[src/rtl/pud_pkg.sv]
// Shared types, constants and helpers for the particle update and depth sort block.
package pud_pkg;

    localparam int CAPACITY = 64;
    localparam int IDX_W    = $clog2(CAPACITY);
    localparam int CNT_W    = $clog2(CAPACITY + 1);
    localparam int LIM_W    = 7;
    localparam int CMP_W    = (CNT_W > LIM_W) ? CNT_W : LIM_W;
    localparam int IN_W     = 312;
    localparam int OUT_W    = 216;

    localparam logic [1:0] OPC_CREDIT = 2'd0;
    localparam logic [1:0] OPC_SPAWN  = 2'd1;
    localparam logic [1:0] OPC_TICK   = 2'd2;
    localparam logic [1:0] OPC_NOP    = 2'd3;

    localparam logic [1:0] CFG_LIMIT = 2'd0;
    localparam logic [1:0] CFG_LIFT  = 2'd1;
    localparam logic [1:0] CFG_LIFE  = 2'd2;

    localparam logic [39:0] ONE_Q      = 40'd65536;
    localparam logic [39:0] CREDIT_MAX = {40{1'b1}};

    localparam logic signed [51:0] S32_MAX = 52'sd2147483647;
    localparam logic signed [51:0] S32_MIN = -52'sd2147483648;

    typedef struct packed {
        logic [31:0] pos_x;
        logic [31:0] pos_y;
        logic [31:0] pos_z;
        logic [31:0] vel_x;
        logic [31:0] vel_y;
        logic [31:0] vel_z;
        logic [31:0] color;
        logic [30:0] size;
        logic [18:0] angle;
        logic [1:0]  atlas;
        logic [30:0] life;
    } entry_t;

    typedef struct packed {
        logic [63:0]      rsq;
        logic [IDX_W-1:0] idx;
    } skey_t;

    typedef enum logic [4:0] {
        ST_IDLE, ST_CREDIT, ST_SPAWN, ST_OUT_WAIT,
        ST_TK_INIT, ST_TK_LIFT, ST_TK_RD, ST_TK_LD, ST_TK_LIFE,
        ST_TK_MX, ST_TK_MY, ST_TK_MZ, ST_TK_PZ, ST_TK_QX, ST_TK_QY, ST_TK_QZ,
        ST_TK_WR, ST_TK_END,
        ST_SR_INIT, ST_SR_OUTER, ST_SR_HOLD, ST_SR_RD, ST_SR_CMP, ST_SR_PUT,
        ST_EM_EMPTY, ST_EM_RD, ST_EM_IDX, ST_EM_LD, ST_EM_WAIT
    } state_t;

    typedef enum logic [4:0] {
        CMD_ACCEPT, CMD_CREDIT, CMD_SPAWN, CMD_WAIT,
        CMD_TK_INIT, CMD_TK_LIFT, CMD_TK_RD, CMD_TK_LD, CMD_TK_LIFE,
        CMD_TK_MX, CMD_TK_MY, CMD_TK_MZ, CMD_TK_PZ, CMD_TK_QX, CMD_TK_QY, CMD_TK_QZ,
        CMD_TK_WR, CMD_TK_END,
        CMD_SR_INIT, CMD_SR_OUTER, CMD_SR_HOLD, CMD_SR_RD, CMD_SR_CMP, CMD_SR_PUT,
        CMD_EM_EMPTY, CMD_EM_RD, CMD_EM_IDX, CMD_EM_LD, CMD_EM_WAIT
    } dp_cmd_t;

    typedef struct packed {
        dp_cmd_t op;
        logic    in_ready;
    } ctl_cmd_t;

    typedef struct packed {
        logic       accepted;
        logic [1:0] op;
        logic       i_done;
        logic       dead;
        logic       sort_done;
        logic       shift;
        logic       j_zero;
        logic       out_taken;
        logic       empty;
        logic       em_last;
    } status_t;

    function automatic logic [31:0] sat32(input logic signed [51:0] v);
        logic [31:0] r;
        if (v > S32_MAX) begin
            r = 32'h7fffffff;
        end else if (v < S32_MIN) begin
            r = 32'h80000000;
        end else begin
            r = v[31:0];
        end
        return r;
    endfunction

    function automatic logic [63:0] add_sat64(input logic [63:0] a, input logic [63:0] b);
        logic [64:0] s;
        s = {1'b0, a} + {1'b0, b};
        return s[64] ? {64{1'b1}} : s[63:0];
    endfunction

endpackage

[src/rtl/pud_ctrl.sv]
// Sequencer for credit, spawn, tick update, insertion sort and emission.
module pud_ctrl (
    input  logic              aclk,
    input  logic              aresetn,
    input  pud_pkg::status_t  sts,
    output pud_pkg::ctl_cmd_t cmd
);
    import pud_pkg::*;

    state_t state_reg, state_next;

    always_ff @(posedge aclk) begin
        if (!aresetn) begin
            state_reg <= ST_IDLE;
        end else begin
            state_reg <= state_next;
        end
    end

    always_comb begin
        state_next = state_reg;
        case (state_reg)
            ST_IDLE: begin
                if (sts.accepted) begin
                    case (sts.op)
                        OPC_CREDIT: state_next = ST_CREDIT;
                        OPC_SPAWN:  state_next = ST_SPAWN;
                        OPC_TICK:   state_next = ST_TK_INIT;
                        default:    state_next = ST_IDLE;
                    endcase
                end
            end
            ST_CREDIT:   state_next = ST_IDLE;
            ST_SPAWN:    state_next = ST_OUT_WAIT;
            ST_OUT_WAIT: if (sts.out_taken) state_next = ST_IDLE;
            ST_TK_INIT:  state_next = ST_TK_LIFT;
            ST_TK_LIFT:  state_next = ST_TK_RD;
            ST_TK_RD:    state_next = sts.i_done ? ST_TK_END : ST_TK_LD;
            ST_TK_LD:    state_next = ST_TK_LIFE;
            ST_TK_LIFE:  state_next = sts.dead ? ST_TK_RD : ST_TK_MX;
            ST_TK_MX:    state_next = ST_TK_MY;
            ST_TK_MY:    state_next = ST_TK_MZ;
            ST_TK_MZ:    state_next = ST_TK_PZ;
            ST_TK_PZ:    state_next = ST_TK_QX;
            ST_TK_QX:    state_next = ST_TK_QY;
            ST_TK_QY:    state_next = ST_TK_QZ;
            ST_TK_QZ:    state_next = ST_TK_WR;
            ST_TK_WR:    state_next = ST_TK_RD;
            ST_TK_END:   state_next = ST_SR_INIT;
            ST_SR_INIT:  state_next = ST_SR_OUTER;
            ST_SR_OUTER: begin
                if (!sts.sort_done) begin
                    state_next = ST_SR_HOLD;
                end else if (sts.empty) begin
                    state_next = ST_EM_EMPTY;
                end else begin
                    state_next = ST_EM_RD;
                end
            end
            ST_SR_HOLD:  state_next = ST_SR_RD;
            ST_SR_RD:    state_next = sts.j_zero ? ST_SR_PUT : ST_SR_CMP;
            ST_SR_CMP:   state_next = sts.shift ? ST_SR_RD : ST_SR_PUT;
            ST_SR_PUT:   state_next = ST_SR_OUTER;
            ST_EM_EMPTY: state_next = ST_OUT_WAIT;
            ST_EM_RD:    state_next = ST_EM_IDX;
            ST_EM_IDX:   state_next = ST_EM_LD;
            ST_EM_LD:    state_next = ST_EM_WAIT;
            ST_EM_WAIT: begin
                if (sts.out_taken) begin
                    state_next = sts.em_last ? ST_IDLE : ST_EM_RD;
                end
            end
            default:     state_next = ST_IDLE;
        endcase
    end

    always_comb begin
        cmd.in_ready = 1'b0;
        cmd.op       = CMD_WAIT;
        case (state_reg)
            ST_IDLE: begin
                cmd.op       = CMD_ACCEPT;
                cmd.in_ready = 1'b1;
            end
            ST_CREDIT:   cmd.op = CMD_CREDIT;
            ST_SPAWN:    cmd.op = CMD_SPAWN;
            ST_OUT_WAIT: cmd.op = CMD_WAIT;
            ST_TK_INIT:  cmd.op = CMD_TK_INIT;
            ST_TK_LIFT:  cmd.op = CMD_TK_LIFT;
            ST_TK_RD:    cmd.op = CMD_TK_RD;
            ST_TK_LD:    cmd.op = CMD_TK_LD;
            ST_TK_LIFE:  cmd.op = CMD_TK_LIFE;
            ST_TK_MX:    cmd.op = CMD_TK_MX;
            ST_TK_MY:    cmd.op = CMD_TK_MY;
            ST_TK_MZ:    cmd.op = CMD_TK_MZ;
            ST_TK_PZ:    cmd.op = CMD_TK_PZ;
            ST_TK_QX:    cmd.op = CMD_TK_QX;
            ST_TK_QY:    cmd.op = CMD_TK_QY;
            ST_TK_QZ:    cmd.op = CMD_TK_QZ;
            ST_TK_WR:    cmd.op = CMD_TK_WR;
            ST_TK_END:   cmd.op = CMD_TK_END;
            ST_SR_INIT:  cmd.op = CMD_SR_INIT;
            ST_SR_OUTER: cmd.op = CMD_SR_OUTER;
            ST_SR_HOLD:  cmd.op = CMD_SR_HOLD;
            ST_SR_RD:    cmd.op = CMD_SR_RD;
            ST_SR_CMP:   cmd.op = CMD_SR_CMP;
            ST_SR_PUT:   cmd.op = CMD_SR_PUT;
            ST_EM_EMPTY: cmd.op = CMD_EM_EMPTY;
            ST_EM_RD:    cmd.op = CMD_EM_RD;
            ST_EM_IDX:   cmd.op = CMD_EM_IDX;
            ST_EM_LD:    cmd.op = CMD_EM_LD;
            ST_EM_WAIT:  cmd.op = CMD_EM_WAIT;
            default:     cmd.op = CMD_WAIT;
        endcase
    end

endmodule

[config.mk]
export PLATFORM = sky130hd
export DESIGN_NAME = pud_ctrl
export DESIGN_NICKNAME = d
export VERILOG_FILES = /design/src/rtl/pud_pkg.sv /design/src/rtl/pud_ctrl.sv
export SDC_FILE = /design/constraint.sdc
export NUM_CORES = 1
export LEC_CHECK = 0
export BUFFER_PORTS_ARGS = -buffer_cell sky130_fd_sc_hd__buf_2
export CORE_ASPECT_RATIO = 0.9
export CORE_UTILIZATION = 40
export CTS_CLUSTER_DIAMETER = 80
export DETAILED_ROUTE_END_ITERATION = 10
export HOLD_SLACK_MARGIN = 0.06
export PLACE_DENSITY = 0.67
export SYNTH_ARGS = -nofsm -noshare
export SYNTH_HDL_FRONTEND = slang
export SYNTH_SLANG_ARGS = --single-unit
export TNS_END_PERCENT = 30
[constraint.sdc]
create_clock -name aclk -period 1.25 [get_ports aclk]
set_input_delay 0.125 -clock aclk [delete_from_list [all_inputs] [get_ports aclk]]
set_output_delay 0.125 -clock aclk [all_outputs]
set_load 0.02 [all_outputs]
* After elaboration in Yosys (flattened, before gate mapping)
Index checks and enable logic that the tools add are counted.
W data, S select, Z words.
** Operators by class
- Multiplexer cells :: 14
- Eq/ne operators :: 33
- Reduce and logical (&&, ||, !) cells :: 6
** Operators with widths (number)
- $pmux W5 S28 :: 1
- $pmux W5 S25 :: 1
- $eq A5 B5 Y1 const B :: 13
- $eq A5 B4 Y1 const B :: 8
- $mux W5 :: 5
- $eq A5 B3 Y1 const B :: 4
- $eq A5 B2 Y1 const B :: 2
- $pmux W3 S3 :: 1
- $mux W4 :: 2
- $ne A2 B2 Y1 const B :: 3
- $reduce_or A2 Y1 :: 3
- $eq A5 B1 Y1 const B :: 1
- $logic_not A5 Y1 :: 1
- $mux W1 :: 3
- $reduce_and A3 Y1 :: 1
- $eq A2 B1 Y1 const B :: 1
- $eq A2 B2 Y1 const B :: 1
- $logic_not A2 Y1 :: 1
- $mux W2 :: 1
** Storage, ports and cells
- Output and inout port bits :: 6
- Register bits :: 5

* Depth between registers and ports, before layout
- Word-level depth :: 4
- Gate-level depth with buffers :: 7
- Mapped depth without buffers :: 5

* Least setup slack after synthesis
No wires, ideal clock.
- Kind :: reg2out
- Start :: register state_reg[3]
- End :: output port cmd[0] in the netlist's numbering
- Data arrival time :: 1246 ps
- Cell stages (with the launch flop) :: 4
- Path slack :: -121 ps
- Data required time :: 1125 ps
- Cells stage by stage :: dfxtp_1 -> buf_6 -> or4_4 -> nor2_1
** RTL lines
- from (decl) :: RTL line pud_ctrl.sv:10 : state_t state_reg, state_next;
- from (signal assigned) :: RTL line pud_ctrl.sv:16 : state_reg <= state_next;
- to (decl) :: RTL line pud_ctrl.sv:6 : output pud_pkg::ctl_cmd_t cmd

* Final worst setup path
- Start :: register state_reg[0]
- End :: register state_reg[1]
** Between the ends
- Cells in the longest elaborated chain, start to end :: 3
** Ends and longest elaborated chain
- $eq A5 B5 Y1 (tied with other cells) :: RTL line pud_ctrl.sv:22 : case (state_reg)
- $reduce_or A2 Y1 (no line) or $ne A2 B2 Y1 (tied branches)
- $pmux W5 S25 or $reduce_and A3 Y1 (tied branches)
Parallel ways exist; a longest one is shown, timed or not.
A chain may end at the register's enable or synchronous reset.

==> flow_metrics.env <==
export IMPL_yosysTopAreaCell="dfxtp_1"
export IMPL_largest_reg_flops=5
export IMPL_hold_viol_final=0
export IMPL_end_kind="register"
export IMPL_ys_warn_count=0
export IMPL_syn_inst=110
export IMPL_numPortBuffers=18
export IMPL_drive_above_1_share_pct=53.33
export IMPL_slew_violations=0
export IMPL_status="finished with violations"
export IMPL_row_count=14
export IMPL_cellPowerDensity_mw_per_mm2=666.5
export IMPL_worstPathRequired_ns=1.36
export IMPL_violations="setup timing"
export IMPL_rsz0062_at_grt="true"
export IMPL_grt_pass1_vias=1192
export IMPL_cp_arrival_ns=1.74
export IMPL_die_w_um=47.71
export IMPL_root_buffer="clkbuf_4"
export IMPL_cts_tree="done"
export IMPL_cts_inserted_buffers=3
export IMPL_avgRoutedWirePerCell_um=16.86
export IMPL_grtUsageTotal_pct=34.25
export IMPL_post_dp_hpwl_um=1909
export IMPL_synth_area_per_cell_um2=6.836
export IMPL_dieArea_mm2=0.002058
export IMPL_layout_min_cycle_time_ns=1.627
export IMPL_syn_nets=123
export IMPL_multi_input_area_um2=629.4
export IMPL_cap_viol_max_count=0
export IMPL_num_vias=1178
export IMPL_dr_pass1_iters=4
export IMPL_grt_overflow=0
export IMPL_initial_utilization_pct=43.80
export IMPL_seqCellArea_um2=118.9
export IMPL_ys_ff_latch=5
export IMPL_tightest_slew_ns=0.3356
export IMPL_irDropWorstVdd_mv=0.3061
export IMPL_finalNetCount=179
export IMPL_cts_sinks=5
export IMPL_io_pins=19
export IMPL_fmax_mhz=614.6
export IMPL_syn_area_um2=752.0
export IMPL_crit_fanout=4
export IMPL_pre_cts_slack_ns=-0.3458
export IMPL_core_mm2=0.001717
export IMPL_path_class="register to register"
export IMPL_antenna_cells=0
export IMPL_clock_path_buffers=2
export IMPL_grt_max_degree=14
export IMPL_detail_route_vias_per_cell=6.233
export IMPL_die_y_um=43.14
export IMPL_hp_class="primary input to register"
export IMPL_drtIter0Drc=45
export IMPL_gp_congestion=0.9085
export IMPL_clock_skew_ns=0.0009844
export IMPL_worstSkewPairLatency_ns=0.24
export IMPL_leakagePower_uw=0.0005637
export IMPL_slew_headroom_pct=77.44
export IMPL_area_delta_synth_final_pct=74.21
export IMPL_grt_pass1_wl_um=5071
export IMPL_setup_violations=11
export IMPL_wirelength_um=3187
export IMPL_h_tree_depth=1
export IMPL_drc=0
export IMPL_yosys_cell_types_count=43
export IMPL_num_fill_cells=149
export IMPL_antenna_found_initial=0
export IMPL_cp_start_kind="register"
export IMPL_synth_top_area_share_pct=13.31
export IMPL_setup_tns_ns=-2.567
export IMPL_synth_area_leaders="dfxtp_1 (13%), nand2_1 (7.5%), a21oi_1 (5.3%)"
export IMPL_finalCritPeriodShare_pct=130.2
export IMPL_setup_slack_ns=-0.3770
export IMPL_ant_nets=0
export IMPL_seq_area_frac_synth_pct=13.31
export IMPL_cts_clk_slew_worst_paths_ns=0.04
export IMPL_ctsHoldBuffers=0
==> Yosys cell counts <==
| cell | count |
|---|---|
| inv_2 | 1 |
| a21oi_1 | 8 |
| or4_1 | 1 |
| nor3b_1 | 1 |
| buf_4 | 3 |
| o2111ai_1 | 1 |
| o21ai_0 | 7 |
| a31o_2 | 1 |
| a311o_1 | 1 |
| a31oi_1 | 5 |
| a21oi_2 | 1 |
| o221ai_1 | 1 |
| nand3_1 | 1 |
| nand2b_2 | 1 |
| nand3b_1 | 1 |
| o32a_1 | 2 |
| buf_2 | 5 |
| or4_4 | 1 |
| a211oi_1 | 1 |
| a41o_1 | 2 |
| nor4_1 | 2 |
| a21o_1 | 1 |
| o21bai_1 | 1 |
| nand2b_1 | 3 |
| a32oi_1 | 2 |
| a221oi_2 | 1 |
| nor4bb_1 | 1 |
| o21ba_1 | 1 |
| inv_1 | 4 |
| nor3b_2 | 1 |
| or3b_1 | 1 |
| o21a_1 | 3 |
| nor2_1 | 7 |
| o21ai_1 | 6 |
| nor3_1 | 2 |
| nor2b_1 | 2 |
| dfxtp_1 | 5 |
| buf_6 | 2 |
| nand2_1 | 15 |
| nand4_1 | 1 |
| or3_1 | 2 |
| nor3_2 | 1 |
| a221o_1 | 1 |
==> cells by family (layout without fill, tap and decap cells) <==
family	after synthesis	count (layout)	share of synthesized area (%)
AOI/OAI and AO/OA	46	46	42.43
and+or+nand+nor	44	44	32.45
buffers and inverters	15	70	11.81
DFF	5	5	13.31
==> power breakdown <==
part | internal, µW | switching (µW) | leakage, µW
combinational | 268 | 225 | 0.000504
clock | 121 | 70.9 | 0.0000150
sequential | 165 | 24.4 | 0.0000444
total | 553 | 320 | 0.000564
==> critical path: stages, from the launching register on <==
cell and delay (ns):
dfxtp_4 0.35, buf_4 0.16, or3b_4 0.40, o32a_1 0.17
o21a_1 0.21, o21ai_2 0.15, a31oi_1 0.06
==> what timing repair did <==
item / 4_1_cts / 5_1_grt
buffers inserted: 11 / 0
pin swaps: 5 / 5
gates cloned: 1 / 0
endpoints found under the setup margin: 11 / 11
gates resized for setup: 25 / 15
==> worst paths after layout <==
path                                                 from                        end  slack, ns  depth (start not counted)
worst max-delay path            state_reg[0]$_SDFFE_PN0P_  state_reg[1]$_SDFFE_PN0P_      -0.38                          6
worst max register to register  state_reg[0]$_SDFFE_PN0P_  state_reg[1]$_SDFFE_PN0P_      -0.38                          6
worst min register to register  state_reg[3]$_SDFFE_PN0P_  state_reg[4]$_SDFFE_PN0P_       0.73                          4
worst min-delay path                              aresetn  state_reg[4]$_SDFFE_PN0P_       0.17                          3
==> stage by stage <==
| step | hold WS [ns] | util [%] | instances | power (µW) | instance area, µm² |
|---|---|---|---|---|---|
| 2_1_floorplan | 0.2396 | - | 110 | 375.9 | 754.5 |
| 3_3_place_gp | 0.3845 | 60.42 | 173 | 525.0 | 1037 |
| 3_5_place_dp | 0.3891 | 60.42 | 173 | 534.6 | 1037 |
| 4_1_cts | 0.1349 | 73.18 | 189 | 829.9 | 1256 |
| 5_1_grt | 0.1854 | 76.31 | 189 | 918.6 | 1310 |
| 6_report | 0.1735 | 76.31 | 189 | 873.2 | 1310 |
==> cells in the final DEF (no fill, tap or decap), types with 2 or more instances in the layout <==
master | synthesis | layout
buf_4 | 3 | 38
inv_1 | 4 | 4
o21a_1 | 3 | 3
o21ai_0 | 7 | 5
nor4_2 | 0 | 2
nand2b_1 | 3 | 3
or3_1 | 2 | 2
o32a_1 | 2 | 2
nor3_4 | 0 | 2
nand2_1 | 15 | 15
o21ai_2 | 0 | 2
a21oi_1 | 8 | 8
a41o_1 | 2 | 2
nor2_4 | 0 | 2
buf_6 | 2 | 7
nor2_1 | 7 | 4
o21ai_1 | 6 | 6
a32oi_1 | 2 | 2
dfxtp_4 | 0 | 5
a31oi_1 | 5 | 5
buf_2 | 5 | 14
clkbuf_4 | 0 | 3
==> layer usage <==
metal  share of wire (%)  track usage, %  wire length (µm)
met1                  43           40.66              1355
met2                  48           54.59              1535
met3                 6.1           7.660               196
met4                 3.1           18.89                99
met5                   0               0                 0
==> cell type report <==
| class | instances | share of cell area, % |
|---|---|---|
| clock buffers | 4 | 2.006 |
| inverters | 5 | 1.433 |
| multi-input cells | 90 | 48.04 |
| flip-flops and latches | 5 | 9.074 |
| well taps | 24 | 2.292 |
| repair buffers | 61 | 37.15 |
(Power assumes the default switching activity.)
